<file path="src/rtl/assert_macros.svh">
// Assertion macros for the triangular matrix product block.
// Users provide clk and rst_n in the including scope.
`ifndef ASSERT_MACROS_SVH
`define ASSERT_MACROS_SVH
`ifndef NO_ASSERTIONS
`define TMPS_ASSERT_NOW(lbl, ante, cons) \
  lbl: assert property (@(posedge clk) disable iff (!rst_n) (ante) |-> (cons)) \
    else $error("assertion failed");
`define TMPS_ASSERT_NXT(lbl, ante, cons) \
  lbl: assert property (@(posedge clk) disable iff (!rst_n) (ante) |=> (cons)) \
    else $error("assertion failed");
`else
`define TMPS_ASSERT_NOW(lbl, ante, cons)
`define TMPS_ASSERT_NXT(lbl, ante, cons)
`endif
`endif

</file>
<file path="src/rtl/tmps_pkg.sv">
// Shared types and constants for the triangular matrix product block.
// No dependencies.
package tmps_pkg;

  localparam int IDX_W = 6;

  typedef enum logic [1:0] {
    MODE_LOAD_A = 2'd0,
    MODE_LOAD_B = 2'd1,
    MODE_COMPUTE = 2'd2,
    MODE_READ = 2'd3
  } mode_t;

  localparam logic KIND_DONE = 1'b0;
  localparam logic KIND_READ = 1'b1;

  typedef enum logic [2:0] {
    ST_IDLE, ST_AB, ST_DR1, ST_CAB, ST_CAA, ST_DR2, ST_FIN
  } state_t;

  typedef enum logic [1:0] {
    OP_AB, OP_CAB, OP_CAA
  } op_t;

  typedef struct packed {
    logic             valid;
    op_t              op;
    logic             first;
    logic             last;
    logic [IDX_W-1:0] i;
    logic [IDX_W-1:0] j;
    logic [IDX_W-1:0] k;
  } issue_t;

endpackage

</file>
<file path="src/rtl/tmps_seq.sv">
// Compute sequencer: walks the i, j, k loops and issues one term per cycle.
// Depends on tmps_pkg.
module tmps_seq (
  input  logic                      clk,
  input  logic                      rst_n,
  input  logic                      start,
  input  logic [tmps_pkg::IDX_W-1:0] nm1,
  input  logic                      pipe_busy,
  input  logic                      out_free,
  output tmps_pkg::issue_t          iss,
  output logic                      busy,
  output logic                      fin_fire
);

  tmps_pkg::state_t state_r, state_nxt;
  logic [tmps_pkg::IDX_W-1:0] i_r, i_nxt, j_r, j_nxt, k_r, k_nxt;

  always_comb begin
    state_nxt = state_r;
    i_nxt = i_r;
    j_nxt = j_r;
    k_nxt = k_r;
    case (state_r)
      tmps_pkg::ST_IDLE: begin
        if (start) begin
          state_nxt = tmps_pkg::ST_AB;
          i_nxt = '0;
          j_nxt = '0;
          k_nxt = '0;
        end
      end
      tmps_pkg::ST_AB: begin
        if (k_r != nm1) begin
          k_nxt = k_r + 1'b1;
        end else if (j_r != nm1) begin
          j_nxt = j_r + 1'b1;
          k_nxt = i_r;
        end else if (i_r != nm1) begin
          i_nxt = i_r + 1'b1;
          j_nxt = '0;
          k_nxt = i_r + 1'b1;
        end else begin
          state_nxt = tmps_pkg::ST_DR1;
        end
      end
      tmps_pkg::ST_DR1: begin
        if (!pipe_busy) begin
          state_nxt = tmps_pkg::ST_CAB;
          i_nxt = '0;
          j_nxt = '0;
          k_nxt = '0;
        end
      end
      tmps_pkg::ST_CAB: begin
        if (k_r != nm1) begin
          k_nxt = k_r + 1'b1;
        end else begin
          k_nxt = '0;
          state_nxt = tmps_pkg::ST_CAA;
        end
      end
      tmps_pkg::ST_CAA: begin
        if (k_r != i_r) begin
          k_nxt = k_r + 1'b1;
        end else begin
          k_nxt = '0;
          state_nxt = tmps_pkg::ST_CAB;
          if (j_r != nm1) begin
            j_nxt = j_r + 1'b1;
          end else if (i_r != nm1) begin
            i_nxt = i_r + 1'b1;
            j_nxt = '0;
          end else begin
            state_nxt = tmps_pkg::ST_DR2;
          end
        end
      end
      tmps_pkg::ST_DR2: begin
        if (!pipe_busy) state_nxt = tmps_pkg::ST_FIN;
      end
      tmps_pkg::ST_FIN: begin
        if (out_free) state_nxt = tmps_pkg::ST_IDLE;
      end
      default: state_nxt = tmps_pkg::ST_IDLE;
    endcase
  end

  always_comb begin
    iss.valid = 1'b0;
    iss.op = tmps_pkg::OP_AB;
    iss.first = 1'b0;
    iss.last = 1'b0;
    iss.i = i_r;
    iss.j = j_r;
    iss.k = k_r;
    fin_fire = 1'b0;
    case (state_r)
      tmps_pkg::ST_AB: begin
        iss.valid = 1'b1;
        iss.first = (k_r == i_r);
        iss.last = (k_r == nm1);
      end
      tmps_pkg::ST_CAB: begin
        iss.valid = 1'b1;
        iss.op = tmps_pkg::OP_CAB;
        iss.first = (k_r == '0);
      end
      tmps_pkg::ST_CAA: begin
        iss.valid = 1'b1;
        iss.op = tmps_pkg::OP_CAA;
        iss.last = (k_r == i_r);
      end
      tmps_pkg::ST_FIN: fin_fire = out_free;
      default: iss.valid = 1'b0;
    endcase
  end

  assign busy = (state_r != tmps_pkg::ST_IDLE);

  always_ff @(posedge clk) begin
    if (!rst_n) begin
      state_r <= tmps_pkg::ST_IDLE;
      i_r <= '0;
      j_r <= '0;
      k_r <= '0;
    end else begin
      state_r <= state_nxt;
      i_r <= i_nxt;
      j_r <= j_nxt;
      k_r <= k_nxt;
    end
  end

endmodule

</file>
<file path="config.mk">
export PLATFORM = sky130hd
export DESIGN_NAME = tmps_seq
export DESIGN_NICKNAME = d
export VERILOG_FILES = /design/src/rtl/assert_macros.svh /design/src/rtl/tmps_pkg.sv /design/src/rtl/tmps_seq.sv
export SDC_FILE = /design/constraint.sdc
export NUM_CORES = 1
export LEC_CHECK = 0
export ABC_AREA = 1
export BUFFER_PORTS_ARGS = -buffer_cell sky130_fd_sc_hd__buf_4
export CAP_MARGIN = 20
export CORE_MARGIN = 3
export CORE_UTILIZATION = 40
export DETAILED_ROUTE_END_ITERATION = 7
export GPL_ROUTABILITY_DRIVEN = 1
export PLACE_DENSITY = 0.75
export SLEW_MARGIN = 20
export SYNTH_ARGS = -nofsm -noshare
export SYNTH_HDL_FRONTEND = slang
export SYNTH_SLANG_ARGS = --single-unit
</file>
<file path="constraint.sdc">
create_clock -name clk -period 1.42 [get_ports clk]
set_input_delay 0.284 -clock clk [delete_from_list [all_inputs] [get_ports clk]]
set_output_delay 0.284 -clock clk [all_outputs]
set_load 0.02 [all_outputs]
</file>
## Yosys cells after proc, flatten, opt, wreduce, memory -nomap -nowiden

Cells that the tools add are included.

| storage, ports and cells | value |
|---|---|
| register bits after elaboration | 21 |
| input port bits | 11 |
| output and inout port bits | 25 |
| word-level logic and storage cells | 73 |

| operators by class | value |
|---|---|
| add/subtract/negate cells | 3 |
| eq/ne operators | 22 |
| muxes and demuxes | 35 |
| reduce and logical (&&, ||, !) cells | 9 |

Operators by type and width:

| cell | count |
|---|---|
| 2-to-1 mux 6 bit | 15 |
| one-hot mux 6 bit (4 select lines) | 2 |
| 2-to-1 mux 3 bit | 11 |
| one-hot mux 6 bit (5 select lines) | 1 |
| inequality test 6 bit | 4 |
| one-hot mux 3 bit (7 select lines) | 1 |
| adder 6 x 1 -> 6 bit, second input constant | 3 |
| inequality test 2 bit, second input constant | 9 |
| equality test 6 bit | 2 |
| equality test 3 bit, second input constant | 3 |
| AND reduction 9 bit | 1 |
| equality test 3 x 2 -> 1 bit, second input constant | 2 |
| logical NOT 6 bit | 1 |
| AND reduction 5 bit | 1 |
| nonzero test 5 bit | 1 |
| inequality test 4 bit, second input constant | 1 |
| one-hot mux 1 bit (2 select lines) | 2 |
| one-hot mux 2 bit (2 select lines) | 1 |
| AND reduction 4 bit | 1 |
| nonzero test 4 bit | 1 |
| equality test 3 x 1 -> 1 bit, second input constant | 1 |
| logical NOT 3 bit | 1 |
| nonzero test 3 bit | 1 |
| OR reduction 3 bit | 1 |
| 2-to-1 mux 1 bit | 2 |

## Logic depth before layout (Yosys ltp)

| logic depth | value |
|---|---|
| depth in word-level cells | 5 |
| depth in mapped cells | 14 |

## Worst setup path after synthesis

OpenSTA, ideal clock, no wires.

| path | value |
|---|---|
| path type | register to output |
| from | reg k_r[2] (netlist bit) |
| to | out iss[18] (netlist bit) |
| arrival time | 1.388 ns |
| slack | -0.252 ns |
| stages on the path, launching flop included | 8 |
| path buffers | 1 |
| path through | dfxtp_1 > buf_4 > inv_2 > nand2_1 > nand2_1 > nor2_4 > nand3_4 > o22ai_1 |

RTL lines:

| item | RTL line | source |
|---|---|---|
| from (decl) | tmps_seq.sv:16 | `logic [tmps_pkg::IDX_W-1:0] i_r, i_nxt, j_r, j_nxt, k_r, k_nxt;` |
| from (signal assigned) | tmps_seq.sv:130 | `k_r <= k_nxt;` |
| to (decl) | tmps_seq.sv:10 | `output tmps_pkg::issue_t iss,` |

==> impl_metrics.tcl <==
set metrics [dict create \
    critPathArrivalTime_ns 1.46 \
    maxSlewViolCount 0 \
    ir_drop_uv 829 \
    track_usage_pct 23.1 \
    synth-seq-cells 21 \
    crit_path_end_kind "primary output" \
    drt_iter0_markers 141 \
    core-area_um2 4850 \
    cts_inserted_buffers 3 \
    clock-sinks 21 \
    drc 0 \
    max_freq_ghz 0.573 \
    root_buffer "clkbuf_8" \
    switching_share_pct 49.3 \
    yosys_warnings 0 \
    path_class "reg -> out" \
    skew_ns 0.00395 \
    cp_num_cells 8 \
    cp_slowest_cell "dfxtp_4" \
    power_density_nw_per_um2 1660 \
    clk_path_buf_depth 2 \
    die_h_um 77.6 \
    hold-path-cell-count 3 \
    htreeDepth 1 \
    status "complete, but fails checks" \
    dieArea_um2 6020 \
    critPathBufInv 3 \
    grt_pass1_vias 2606 \
    initial_utilization_pct 42.3 \
    critPathTopFamily "buffers and inverters" \
    finish.utilization_pct 70.2 \
    wirelength_um 7100 \
    pre_cts_ws_ns -0.284 \
    clock_latency_ns 0.27 \
    reg2reg_slack_ns -0.33 \
    ant_nets 0 \
    slew_headroom_pct 84.1 \
    num-nets-final 478 \
    p_int_mw 2.87 \
    fin_hold_ws_ns 0.349 \
    path_clk_slew_ns 0.09 \
    violations "negative setup slack" \
    period_share_pct 123 \
    syn_avg_cell_area_um2 5.83 \
    drive_above_1_share_pct 52.2 \
    setup_viol 28 \
    antenna_found_initial 0 \
    synth_cells 352 \
    place_congestion 0.977 \
    cp_cell_sequence "buf_6 -> nand2_2 -> nand2_2 -> nor2_2 -> nand3_2 -> buf_6 -> o22ai_2 -> buf_6" \
    dp_hpwl_um 4890 \
    hold_viol 0 \
    p_sw_mw 2.79 \
    antenna_cells 0 \
    wl_per_cell_um 13.4 \
    startpoint_type "flip-flop" \
    fp.dieW_um 77.6 \
    postCtsHoldBufs 0 \
    ys_seq_area_share_pct 20.5 \
    worst_ep_required_time_ns 1.14 \
    synth_area_um2 2050 \
    power_frac_seq_pct 16.5 \
    hold_path.class "in -> reg" \
    clockPowerShare_pct 7.7 \
    ys_types 32 \
    crit_top_cell "buf_6" \
    placed_area_um2 2830 \
    rsz0062_at_grt "true" \
    setup_slack_ns -0.325 \
    syn_nets 367 \
    syn_to_final_growth_pct 65.9 \
    tightest_slew_ns 0.236 \
    period_needed_ns 1.75 \
    grt_pass1_wl_um 11400 \
    p_leak_nw 1.72 \
    ios 36 \
    first_pass_iters 4 \
    grt_overflow 0 \
    vias 2605 \
    fp-row-count 25 \
    max_cap_viol_count 0 \
    power_mw 5.66 \
    port_buffers 35 \
    cts_tree "done" \
    finalInstanceArea_um2 3400 \
    path_max_fanout 3 \
    grt_max_degree 17 \
    r2r_cells 12 \
    via_per_inst 4.92 \
    combPwrFrac_pct 75.8 \
    slowest_delay_ns 0.37 \
]
[final timing paths]
check	start	end
worst max-delay path	i_r[1]	iss[18]
worst min-delay path	rst_n	j_r[2]
worst max register to register	i_r[1]	i_r[1]
worst min register to register	j_r[5]	j_r[5]
[state kept, by name, summed over array words and instances (netlist names)]
register and flops:
i_r 6, j_r 6, k_r 6, state_r 3
[kinds of logic (layout without fill, tap and decap cells)]
kind of cell | Yosys count | in the layout | synth area share (%)
fa+ha+maj | 4 | 4 | 2.44
flops | 21 | 21 | 20.5
simple gates | 240 | 241 | 54.8
xor+xnor | 9 | 9 | 3.84
compound gates | 26 | 26 | 7.75
buf+inv | 52 | 161 | 10.7
[cells in the mapped netlist, drive strengths merged]
| library cell | n | share of area, % |
|---|---|---|
| clkinv | 1 | 0.43 |
| xnor2 | 2 | 0.85 |
| nor3 | 1 | 0.24 |
| o22ai | 2 | 0.61 |
| nand4 | 2 | 0.61 |
| nand2 | 140 | 29 |
| inv | 46 | 8.7 |
| a21oi | 9 | 2.2 |
| o21ai | 12 | 3.1 |
| buf | 4 | 1.4 |
| xor2 | 7 | 3.0 |
| clkbuf | 1 | 0.18 |
| nand3 | 28 | 8.5 |
| nor2 | 69 | 16 |
| o32ai | 1 | 0.43 |
| dfxtp | 21 | 21 |
| o211ai | 2 | 1.4 |
| ha | 4 | 2.4 |
[cell type report]
cell class                      instances  area, um^2
Multi-Input combinational cell        280        1670
Tap cell                               67        83.8
Inverter                               47         209
Fill cell                             396        1450
Sequential cell                        21         474
Clock buffer                            4        45.0
Timing Repair Buffer                  110         925
[routing by layer]
metal / GRT usage, % / part of all wire, % / up-vias
met5: 0 / 0 / -
li1: - / - / 1305
met3: 2.32 / 3.4 / 14
met1: 27.2 / 42 / 1216
met4: 7.30 / 2.4 / 0
met2: 43.2 / 52 / 70
[power by group through the flow]
stage / Combinational, mW / Sequential (mW) / Clock, mW
after floorplan: 2.03 / 1.02 / 0
after global placement: 3.18 / 0.904 / 0
after detailed placement: 3.25 / 0.910 / 0
after CTS: 3.85 / 0.935 / 0.426
after global routing: 4.65 / 0.949 / 0.456
final: 4.29 / 0.935 / 0.434
[repair_timing]
action                     CTS  global route
cloned                       1             0
setup endpoints to repair   28            28
gates resized for setup     67            41
setup buffers               17             7
pin swaps                   40            23
[worst min-delay path, stage by stage]
cell and delay, ns:
buf_4 0.19, o21ai_2 0.07, nor2_1 0.04
[through the flow]
stage	TNS [ns]	cells
2_1_floorplan	-1.86	352
3_3_place_gp	-4.03	502
3_5_place_dp	-4.88	502
4_1_cts	-6.38	524
5_1_grt	-8.67	529
6_report	-6.43	529
[placed cells by master, fill, tap and decap left out, drive strengths merged]
master	count
inv	46
nor2	69
dfxtp	21
xor2	7
ha	4
clkinv	1
nand3	28
nor3	1
clkbuf	4
o211ai	2
nand4	2
o21ai	12
o32ai	1
nand2	141
buf	110
xnor2	2
a21oi	9
o22ai	2
No activity file was read; power rests on OpenSTA's default activity.
